$ cat src/hcsg_pkg.sv
// Shared types and constants for the hall commutation speed gate
package hcsg_pkg;

	localparam int LEVEL_W = 10;
	localparam int SUM_W   = 17;
	localparam int REG_W   = 10;
	localparam int IDX_W   = 3;

	localparam logic OP_TICK = 1'b0;
	localparam logic OP_STEP = 1'b1;

	typedef enum logic [IDX_W-1:0] {
		REG_LOW_THR  = 3'd0,
		REG_HIGH_THR = 3'd1,
		REG_RELOAD_A = 3'd2,
		REG_RELOAD_B = 3'd3,
		REG_WINDOW_A = 3'd4,
		REG_WINDOW_B = 3'd5
	} reg_idx_t;

	localparam logic [REG_W-1:0] RST_LOW_THR  = 10'd270;
	localparam logic [REG_W-1:0] RST_HIGH_THR = 10'd415;
	localparam logic [REG_W-1:0] RST_RELOAD_A = 10'd110;
	localparam logic [REG_W-1:0] RST_RELOAD_B = 10'd170;
	localparam logic [REG_W-1:0] RST_WINDOW_A = 10'd70;
	localparam logic [REG_W-1:0] RST_WINDOW_B = 10'd170;

	typedef struct packed {
		logic             opcode;
		logic [SUM_W-1:0] sum_a;
		logic [SUM_W-1:0] sum_b;
	} item_t;

	typedef struct packed {
		logic               attract_a;
		logic               repel_a;
		logic               enable_a;
		logic               attract_b;
		logic               repel_b;
		logic               enable_b;
		logic [LEVEL_W-1:0] level_a;
		logic [LEVEL_W-1:0] level_b;
	} result_t;

	typedef struct packed {
		logic [REG_W-1:0] low;
		logic [REG_W-1:0] high;
		logic [REG_W-1:0] reload;
		logic [REG_W-1:0] window;
	} chan_cfg_t;

	typedef struct packed {
		logic               attract;
		logic               repel;
		logic               enable;
		logic [LEVEL_W-1:0] level;
	} chan_state_t;

endpackage

$ cat src/hall_commutation_speed_gate.sv
// Top level of the two-channel hall commutation speed gate
//
//  channel | valid        | stall        | payload
//  --------+--------------+--------------+---------------------------
//  item    | item_valid   | item_stall   | item   (opcode, sum_a/b)
//  result  | result_valid | result_stall | result (coils, enables, levels)
//  config  | cfg_we       | -            | cfg_idx, cfg_data
//
// One transaction per cycle sustained while the result is not stalled; a result can be
// taken once its item has passed the input register, then channel state / result register.
// Channel state doubles as the result payload and only moves when a result is loaded.
// A stalled result holds the input register; at most one more item is taken meanwhile.
// Reset returns all state and registers but the input item register to their reset values; no clearing pass.
module hall_commutation_speed_gate (
	input  logic                       clk,
	input  logic                       arst_n,
	input  logic                       item_valid,
	output logic                       item_stall,
	input  hcsg_pkg::item_t            item,
	output logic                       result_valid,
	input  logic                       result_stall,
	output hcsg_pkg::result_t          result,
	input  logic                       cfg_we,
	input  logic [hcsg_pkg::IDX_W-1:0] cfg_idx,
	input  logic [hcsg_pkg::REG_W-1:0] cfg_data
);
	import hcsg_pkg::*;

	logic [REG_W-1:0] low_q, high_q, reload_a_q, reload_b_q, window_a_q, window_b_q;

	item_t       item_s1;
	logic        valid_s1;
	logic        adv, accept, upd;
	chan_cfg_t   cfg_a, cfg_b;
	chan_state_t st_a, st_b;

	assign adv        = !result_valid || !result_stall;
	assign item_stall = valid_s1 && !adv;
	assign accept     = item_valid && !item_stall;
	assign upd        = valid_s1 && adv;

	always_ff @(posedge clk or negedge arst_n) begin
		if (!arst_n) begin
			low_q      <= RST_LOW_THR;
			high_q     <= RST_HIGH_THR;
			reload_a_q <= RST_RELOAD_A;
			reload_b_q <= RST_RELOAD_B;
			window_a_q <= RST_WINDOW_A;
			window_b_q <= RST_WINDOW_B;
		end else if (cfg_we) begin
			case (reg_idx_t'(cfg_idx))
				REG_LOW_THR:  low_q      <= cfg_data;
				REG_HIGH_THR: high_q     <= cfg_data;
				REG_RELOAD_A: reload_a_q <= cfg_data;
				REG_RELOAD_B: reload_b_q <= cfg_data;
				REG_WINDOW_A: window_a_q <= cfg_data;
				REG_WINDOW_B: window_b_q <= cfg_data;
				default: ;
			endcase
		end
	end

	always_ff @(posedge clk or negedge arst_n) begin
		if (!arst_n) begin
			valid_s1     <= 1'b0;
			result_valid <= 1'b0;
		end else begin
			if (accept)
				valid_s1 <= 1'b1;
			else if (adv)
				valid_s1 <= 1'b0;
			if (upd)
				result_valid <= 1'b1;
			else if (!result_stall)
				result_valid <= 1'b0;
		end
	end

	always_ff @(posedge clk) begin
		if (accept)
			item_s1 <= item;
	end

	assign cfg_a = '{low: low_q, high: high_q, reload: reload_a_q, window: window_a_q};
	assign cfg_b = '{low: low_q, high: high_q, reload: reload_b_q, window: window_b_q};

	hcsg_channel u_chan_a (
		.clk    (clk),
		.arst_n (arst_n),
		.upd    (upd),
		.opcode (item_s1.opcode),
		.sum    (item_s1.sum_a),
		.cfg    (cfg_a),
		.st     (st_a)
	);

	hcsg_channel u_chan_b (
		.clk    (clk),
		.arst_n (arst_n),
		.upd    (upd),
		.opcode (item_s1.opcode),
		.sum    (item_s1.sum_b),
		.cfg    (cfg_b),
		.st     (st_b)
	);

	assign result = '{
		attract_a: st_a.attract,
		repel_a:   st_a.repel,
		enable_a:  st_a.enable,
		attract_b: st_b.attract,
		repel_b:   st_b.repel,
		enable_b:  st_b.enable,
		level_a:   st_a.level,
		level_b:   st_b.level
	};

endmodule

$ cat src/hcsg_channel.sv
// One motor channel: level filter, period timer, speed gate and coil drive
module hcsg_channel (
	input  logic                       clk,
	input  logic                       arst_n,
	input  logic                       upd,
	input  logic                       opcode,
	input  logic [hcsg_pkg::SUM_W-1:0] sum,
	input  hcsg_pkg::chan_cfg_t        cfg,
	output hcsg_pkg::chan_state_t      st
);
	import hcsg_pkg::*;

	logic [LEVEL_W-1:0] level_q, level_d;
	logic               dir_q, dir_d;
	logic               att_q, att_d;
	logic               rep_q, rep_d;
	logic               att_prev_q, rep_prev_q;
	logic [REG_W-1:0]   timer_q, timer_d;
	logic               en_q, en_d;

	logic [SUM_W:0]      acc;
	logic [LEVEL_W-1:0]  new_level;
	logic [REG_W-1:0]    timer_ld;
	logic                en_set;
	logic signed [REG_W+1:0] margin;
	logic signed [REG_W+1:0] timer_sx;

	always_comb begin
		acc       = {{(SUM_W+1-LEVEL_W){1'b0}}, level_q} + {1'b0, sum};
		new_level = acc[SUM_W -: LEVEL_W];
		timer_ld  = (!att_prev_q && att_q) ? cfg.reload : timer_q;
		margin    = $signed({2'b00, cfg.reload}) - $signed({2'b00, cfg.window});
		timer_sx  = $signed({2'b00, timer_ld});

		level_d = level_q;
		dir_d   = dir_q;
		att_d   = att_q;
		rep_d   = rep_q;
		timer_d = timer_q;
		en_d    = en_q;
		en_set  = en_q;

		if (opcode == OP_TICK) begin
			if (timer_q != '0)
				timer_d = timer_q - 1'b1;
		end else begin
			level_d = new_level;
			timer_d = timer_ld;
			if (rep_prev_q && !rep_q) begin
				if (timer_ld == '0)
					en_set = 1'b1;
				en_d = (timer_sx > margin) ? 1'b0 : en_set;
			end
			if (cfg.low < new_level && new_level < cfg.high) begin
				att_d = dir_q;
				rep_d = !dir_q;
			end else if (new_level <= cfg.low) begin
				dir_d = (level_q <= new_level);
				att_d = 1'b0;
				rep_d = 1'b0;
			end else begin
				dir_d = 1'b0;
				att_d = 1'b0;
				rep_d = 1'b0;
			end
		end
	end

	always_ff @(posedge clk or negedge arst_n) begin
		if (!arst_n) begin
			level_q    <= '0;
			dir_q      <= 1'b0;
			att_q      <= 1'b0;
			rep_q      <= 1'b0;
			att_prev_q <= 1'b0;
			rep_prev_q <= 1'b0;
			timer_q    <= '0;
			en_q       <= 1'b0;
		end else if (upd) begin
			level_q <= level_d;
			dir_q   <= dir_d;
			att_q   <= att_d;
			rep_q   <= rep_d;
			timer_q <= timer_d;
			en_q    <= en_d;
			if (opcode == OP_STEP) begin
				att_prev_q <= att_q;
				rep_prev_q <= rep_q;
			end
		end
	end

	assign st = '{attract: att_q, repel: rep_q, enable: en_q, level: level_q};

endmodule

$ cat config.mk
export PLATFORM = sky130hd
export DESIGN_NAME = hall_commutation_speed_gate
export DESIGN_NICKNAME = d
export VERILOG_FILES = /design/src/hcsg_pkg.sv /design/src/hall_commutation_speed_gate.sv /design/src/hcsg_channel.sv
export SDC_FILE = /design/constraint.sdc
export NUM_CORES = 1
export LEC_CHECK = 0
export ABC_AREA = 1
export BUFFER_PORTS_ARGS = -buffer_cell sky130_fd_sc_hd__buf_2
export CAP_MARGIN = 40
export CORE_MARGIN = 8
export CORE_UTILIZATION = 56
export CTS_BUF_LIST = sky130_fd_sc_hd__clkbuf_8
export DETAILED_ROUTE_END_ITERATION = 7
export PLACE_DENSITY = 0.75
export SLEW_MARGIN = 20
export SYNTH_ARGS = -nofsm -noshare
export SYNTH_HDL_FRONTEND = slang
export SYNTH_HIERARCHICAL = 1
export SYNTH_SLANG_ARGS = --single-unit
$ cat constraint.sdc
create_clock -name clk -period 5.4 [get_ports clk]
set_input_delay 1.62 -clock clk [delete_from_list [all_inputs] [get_ports clk]]
set_output_delay 1.62 -clock clk [all_outputs]
set_load 0.005 [all_outputs]
# After elaboration in Yosys (flattened, before gate mapping)
# Index checks and enable logic that the tools add are counted.
[totals]
ff_bits = 149
in_bits = 53
output_inout_bits = 28
elab_cells = 114
[classes]
n_addsub = 6
n_lt_le_gt_ge = 10
eq_ne = 6
n_mux = 20
n_bitwise = 2
reduce_logical = 43
[op_table]
columns = ["op", "n"]
rows = [
  ["$mux W10", 6],
  ["$le A10 B10 Y1", 4],
  ["$lt A10 B10 Y1", 4],
  ["$add A10 B17 Y18", 2],
  ["$gt A11 B12 Y1", 2],
  ["$sub A10 B10 Y11", 2],
  ["$logic_not A10 Y1", 2],
  ["$reduce_bool A10 Y1", 2],
  ["$sub A10 B1 Y10 const B", 2],
  ["$reduce_and A2 Y1", 9],
  ["$mux W1", 14],
  ["$logic_not A1 Y1", 10],
  ["$reduce_bool A2 Y1", 5],
  ["$logic_and A1 B1 Y1", 9],
  ["$reduce_and A4 Y1", 2],
  ["$eq A3 B2 Y1 const B", 2],
  ["$eq A3 B3 Y1 const B", 2],
  ["$reduce_and A3 Y1", 2],
  ["$eq A3 B1 Y1 const B", 1],
  ["$logic_not A3 Y1", 1],
  ["$ne A2 B1 Y1 const B", 1],
  ["$not A1 Y1", 2],
  ["$logic_or A1 B1 Y1", 1],
]

# Logic depth before layout (Yosys ltp)
[depth]
depth_word = 7
depth_mapped = 26
mapped_depth_nobuf = 26

# Modules after synthesis
# Netlist, hierarchy kept.
[modules_own_cells]
columns = ["mod", "n_inst", "cells_per_inst", "area_per_inst_um2", "seq_area_each_um2"]
rows = [
  ["hcsg_channel", 2, 515, 3433.3, 650.6],
  ["hall_commutation_speed_gate", 1, 317, 3583.4, 2636.3],
]

# Least setup slack after synthesis
# OpenSTA, ideal clock, no wires.
[synth_timing]
kind = "input to output"
start = "input result_stall"
end = "output item_stall"
t_arrival_ns = 1.858
required_ns = 3.780
slack_ns = 1.922
path_stages = 4
path_buffers = 0
cell_sequence = "nand2_1 > inv_1 > nand2_1 > inv_1"
[synth_via]
elab_chain_len = 4
[synth_rtl]
columns = ["element", "line_no", "text"]
rows = [
  ["start, declared", "hall_commutation_speed_gate.sv:21", "input logic result_stall,"],
  ["$logic_not A1 Y1", "n/a", ""],
  ["$logic_or A1 B1 Y1", "hall_commutation_speed_gate.sv:37", "assign adv = !result_valid || !result_stall;"],
  ["$logic_not A1 Y1", "hall_commutation_speed_gate.sv:38", "assign item_stall = valid_s1 && !adv;"],
  ["$logic_and A1 B1 Y1", "hall_commutation_speed_gate.sv:38", ""],
  ["end, declared", "hall_commutation_speed_gate.sv:18", "output logic item_stall,"],
]
# No other way between the ends.

# Worst setup path after layout
# Ends and elaborated chain as after synthesis.

==> flow_metrics.py <==
metrics = {
    "detailed_routing": {
        "vias_per_cell": 5.30,
        "routed_wl_mm": 23.8,
        "route.detailed.drc": 0,
        "wl_per_cell_um": 14.3,
        "ant_nets": 0,
        "vias": 8851,
        "drt-initial-drc-count": 500,
        "drt_pass1_iterations": 5,
    },
    "worst_setup_path": {
        "path_max_fanout": 3,
        "path_class": "in -> out",
        "startpoint": "result_stall",
        "critPathLaunchType": "input pin",
        "reg2reg_from": "u_chan_b/level_q[8]",
        "worstPathArrival_ns": 2.08,
        "required_ns": 3.78,
        "r2r_cells": 23,
        "endpoint_kind": "output port",
    },
    "clock_network": {
        "post_cts_buffers": 0,
        "numCtsBuffers": 17,
        "post_cts_resize_count": 0,
        "clk_latency_ns": 0.46,
        "postCtsHoldBufs": 0,
        "clkSinkCount": 149,
        "clk_path_buf_depth": 2,
        "cts_max_level": 4,
        "clockRootBuffer": "clkbuf_8",
        "cts_tree": "yes",
        "cts.clk_slew.worst_paths_ns": 0.09,
    },
    "cells_and_area": {
        "fillCellCount": 1637,
        "drive_above_1_share_pct": 14.6,
        "final_nets": 1581,
        "design_area_um2": 11500,
        "syn_to_final_growth_pct": 9.71,
        "antenna_cells": 0,
    },
    "timing": {
        "finalSetupTns_ns": 0,
        "relSlewSlack_pct": 47.0,
        "final_max_slew_viol_count": 0,
        "setup_violations": 0,
        "fmax_ghz": 0.271,
        "fin_skew_ns": 0.0116,
        "hold_violations": 0,
        "fin_crit_sh_pct": 68.4,
        "rsz0062_at_grt": "false",
        "worst_slew_pin_slew_ns": 0.794,
        "period_needed_ns": 3.70,
    },
    "grt": {
        "antenna_found_initial": 0,
        "grt_overflow": 0,
        "grt_usage_pct": 20.9,
        "grt_pass1_vias": 8542,
        "grt_pass1_wl_mm": 40.3,
        "grt_max_degree": 55,
    },
    "power": {
        "power_density_nw_per_um2": 427,
        "p_sw_share_pct": 42.2,
        "pwr-share-comb_pct": 46.1,
        "ir_drop_mv": 0.213,
        "internal-power_mw": 2.83,
        "pwr-share-seq_pct": 34.1,
        "switchingPower_mw": 2.07,
        "p_leak_nw": 6.17,
        "p_clk_share_pct": 19.8,
    },
    "worst_hold_path": {
        "worstHoldStart": "window_a_q[1]",
        "hold_path_class": "reg -> reg",
        "holdPathStages": 2,
    },
    "placement": {
        "port_buffers": 80,
        "gp_congestion": 0.873,
        "hpwl_mm": 18.2,
        "post_dp_cell_area_um2": 11000,
    },
    "yosys": {
        "synth-seq-cells": 149,
        "synth.distinct_cells": 46,
        "syn_nets": 1506,
        "postSynthAreaPerCell_um2": 7.76,
        "ys_warn_count": 6,
        "syn-cell-area_um2": 10500,
        "synth_cells": 1347,
        "yosysSeqAreaShare_pct": 37.7,
    },
    "die": {
        "die_h_um": 153,
        "start_util_pct": 56.4,
        "die_w_um": 153,
        "io_pins": 81,
        "dieArea_um2": 23300,
        "core_um2": 18500,
        "core.rowCount": 50,
    },
    "run": {
        "maxCapViolations": 0,
    },
    "status": {
        "status": "finished, final reports clean",
    },
}
## kinds of logic (layout without fill, tap and decap cells)
| kind of cell | count (synthesis) | count (layout) | share of synthesized area (%) |
|---|---|---|---|
| compound gates | 200 | 200 | 10.9 |
| xor+xnor | 22 | 22 | 1.84 |
| fa+ha+maj | 106 | 106 | 12.8 |
| buf+inv | 250 | 338 | 9.47 |
| flops | 149 | 149 | 37.7 |
| simple gates | 620 | 620 | 27.3 |
## layout make-up
class	count	area, µm²	share of cell area, %
well taps	234	293	2.55
clock inverters	12	166	1.45
inverters	222	833	7.27
repair buffers	84	437	3.81
clock buffers	20	275	2.40
flip-flops and latches	149	3940	34.3
multi-input cells	948	5520	48.2
## placed cells by master (no fill, tap or decap), drive strengths merged, types with 3 or more instances in the layout
cell type,Yosys,layout
nor2,89,89
ha,104,104
or2,4,4
nor4,4,4
a21boi,4,4
clkbuf,12,20
o22ai,6,6
buf,16,84
o211ai,10,10
inv,222,228
clkinv,0,3
xnor2,12,12
edfxtp,35,35
nand4,20,20
o21bai,10,10
nand3,104,104
a31o,4,4
o21ai,90,90
a31oi,6,6
nor3,12,12
dfstp,27,27
nand3b,8,8
dfrtp,87,87
xor2,10,10
bufinv,0,3
nand2,379,379
a21oi,58,58
## stage by stage
stage                     utilization [%]  hold WS [ns]  cells  setup WS, ns  power (mW)
after detailed placement             59.5         0.455   1636          1.40        3.91
final                                61.9         0.469   1669          1.70        4.90
after floorplan                         -         0.442   1347          1.92        3.33
after CTS                            61.9         0.469   1668          1.70        4.92
after global routing                 61.9         0.490   1669          1.62        5.36
after global placement               59.5         0.454   1636          1.53        3.84
## critical path, cell delays in order
cell,delay [ns]
buf_2,0.09
nand2_1,0.07
inv_1,0.05
nand2_1,0.08
inv_1,0.04
buf_2,0.12
## per-layer routing
metal	vias up	wire, µm	GRT usage, %
met2	188	11500	35.7
met3	37	934	3.63
met1	4078	10900	25.9
met4	0	546	7.73
li1	4548	-	-
met5	-	0	0
## registers in the layout, summed over array words and instances (netlist names), 10 cells and up
signal,flops
item_s1,35
reload_a_q,10
u_chan_b/timer_q,10
u_chan_b/level_q,10
low_q,10
u_chan_a/timer_q,10
high_q,10
window_a_q,10
u_chan_a/level_q,10
reload_b_q,10
window_b_q,10
## power by group through the flow
stage	clock [mW]	sequential (mW)	combinational, mW
after floorplan	0	1.62	1.72
after global placement	0	1.68	2.15
after detailed placement	0	1.69	2.22
after CTS	1.00	1.67	2.25
after global routing	1.05	1.71	2.60
final	0.972	1.67	2.26
## synth_stat cells (all sizes together)
cell / number / area share (%)
nand2: 379 / 14
inv: 222 / 8.0
ha: 104 / 12
nand3: 104 / 6.3
o21ai: 90 / 4.3
nor2: 89 / 3.7
dfrtp: 87 / 21
a21oi: 58 / 2.8
edfxtp: 35 / 10
dfstp: 27 / 6.8
nand4: 20 / 1.3
buf: 16 / 1.1
clkbuf: 12 / 0.43
nor3: 12 / 0.57
xnor2: 12 / 1.0
o211ai: 10 / 0.72
o21bai: 10 / 0.72
xor2: 10 / 0.84
nand3b: 8 / 0.65
a31oi: 6 / 0.36
o22ai: 6 / 0.36
a21boi: 4 / 0.36
a31o: 4 / 0.34
nor4: 4 / 0.36
or2: 4 / 0.24
a211oi: 2 / 0.14
a21o: 2 / 0.14
a22o: 2 / 0.17
a2bb2oi: 2 / 0.17
fa: 2 / 0.38
o221ai: 2 / 0.17
o32ai: 2 / 0.17
## final timing paths
| check | endpoint | slack [ns] |
|---|---|---|
| min reg2reg | window_a_q[1] | 0.47 |
| max in group asynchronous | window_b_q[5] | 3.24 |
| min in group asynchronous | u_chan_a/level_q[8] | 1.19 |
| max | item_stall | 1.70 |
| min | window_a_q[1] | 0.47 |
| max reg2reg | u_chan_b/dir_q | 2.13 |
Power figures use the tool's default switching activity.
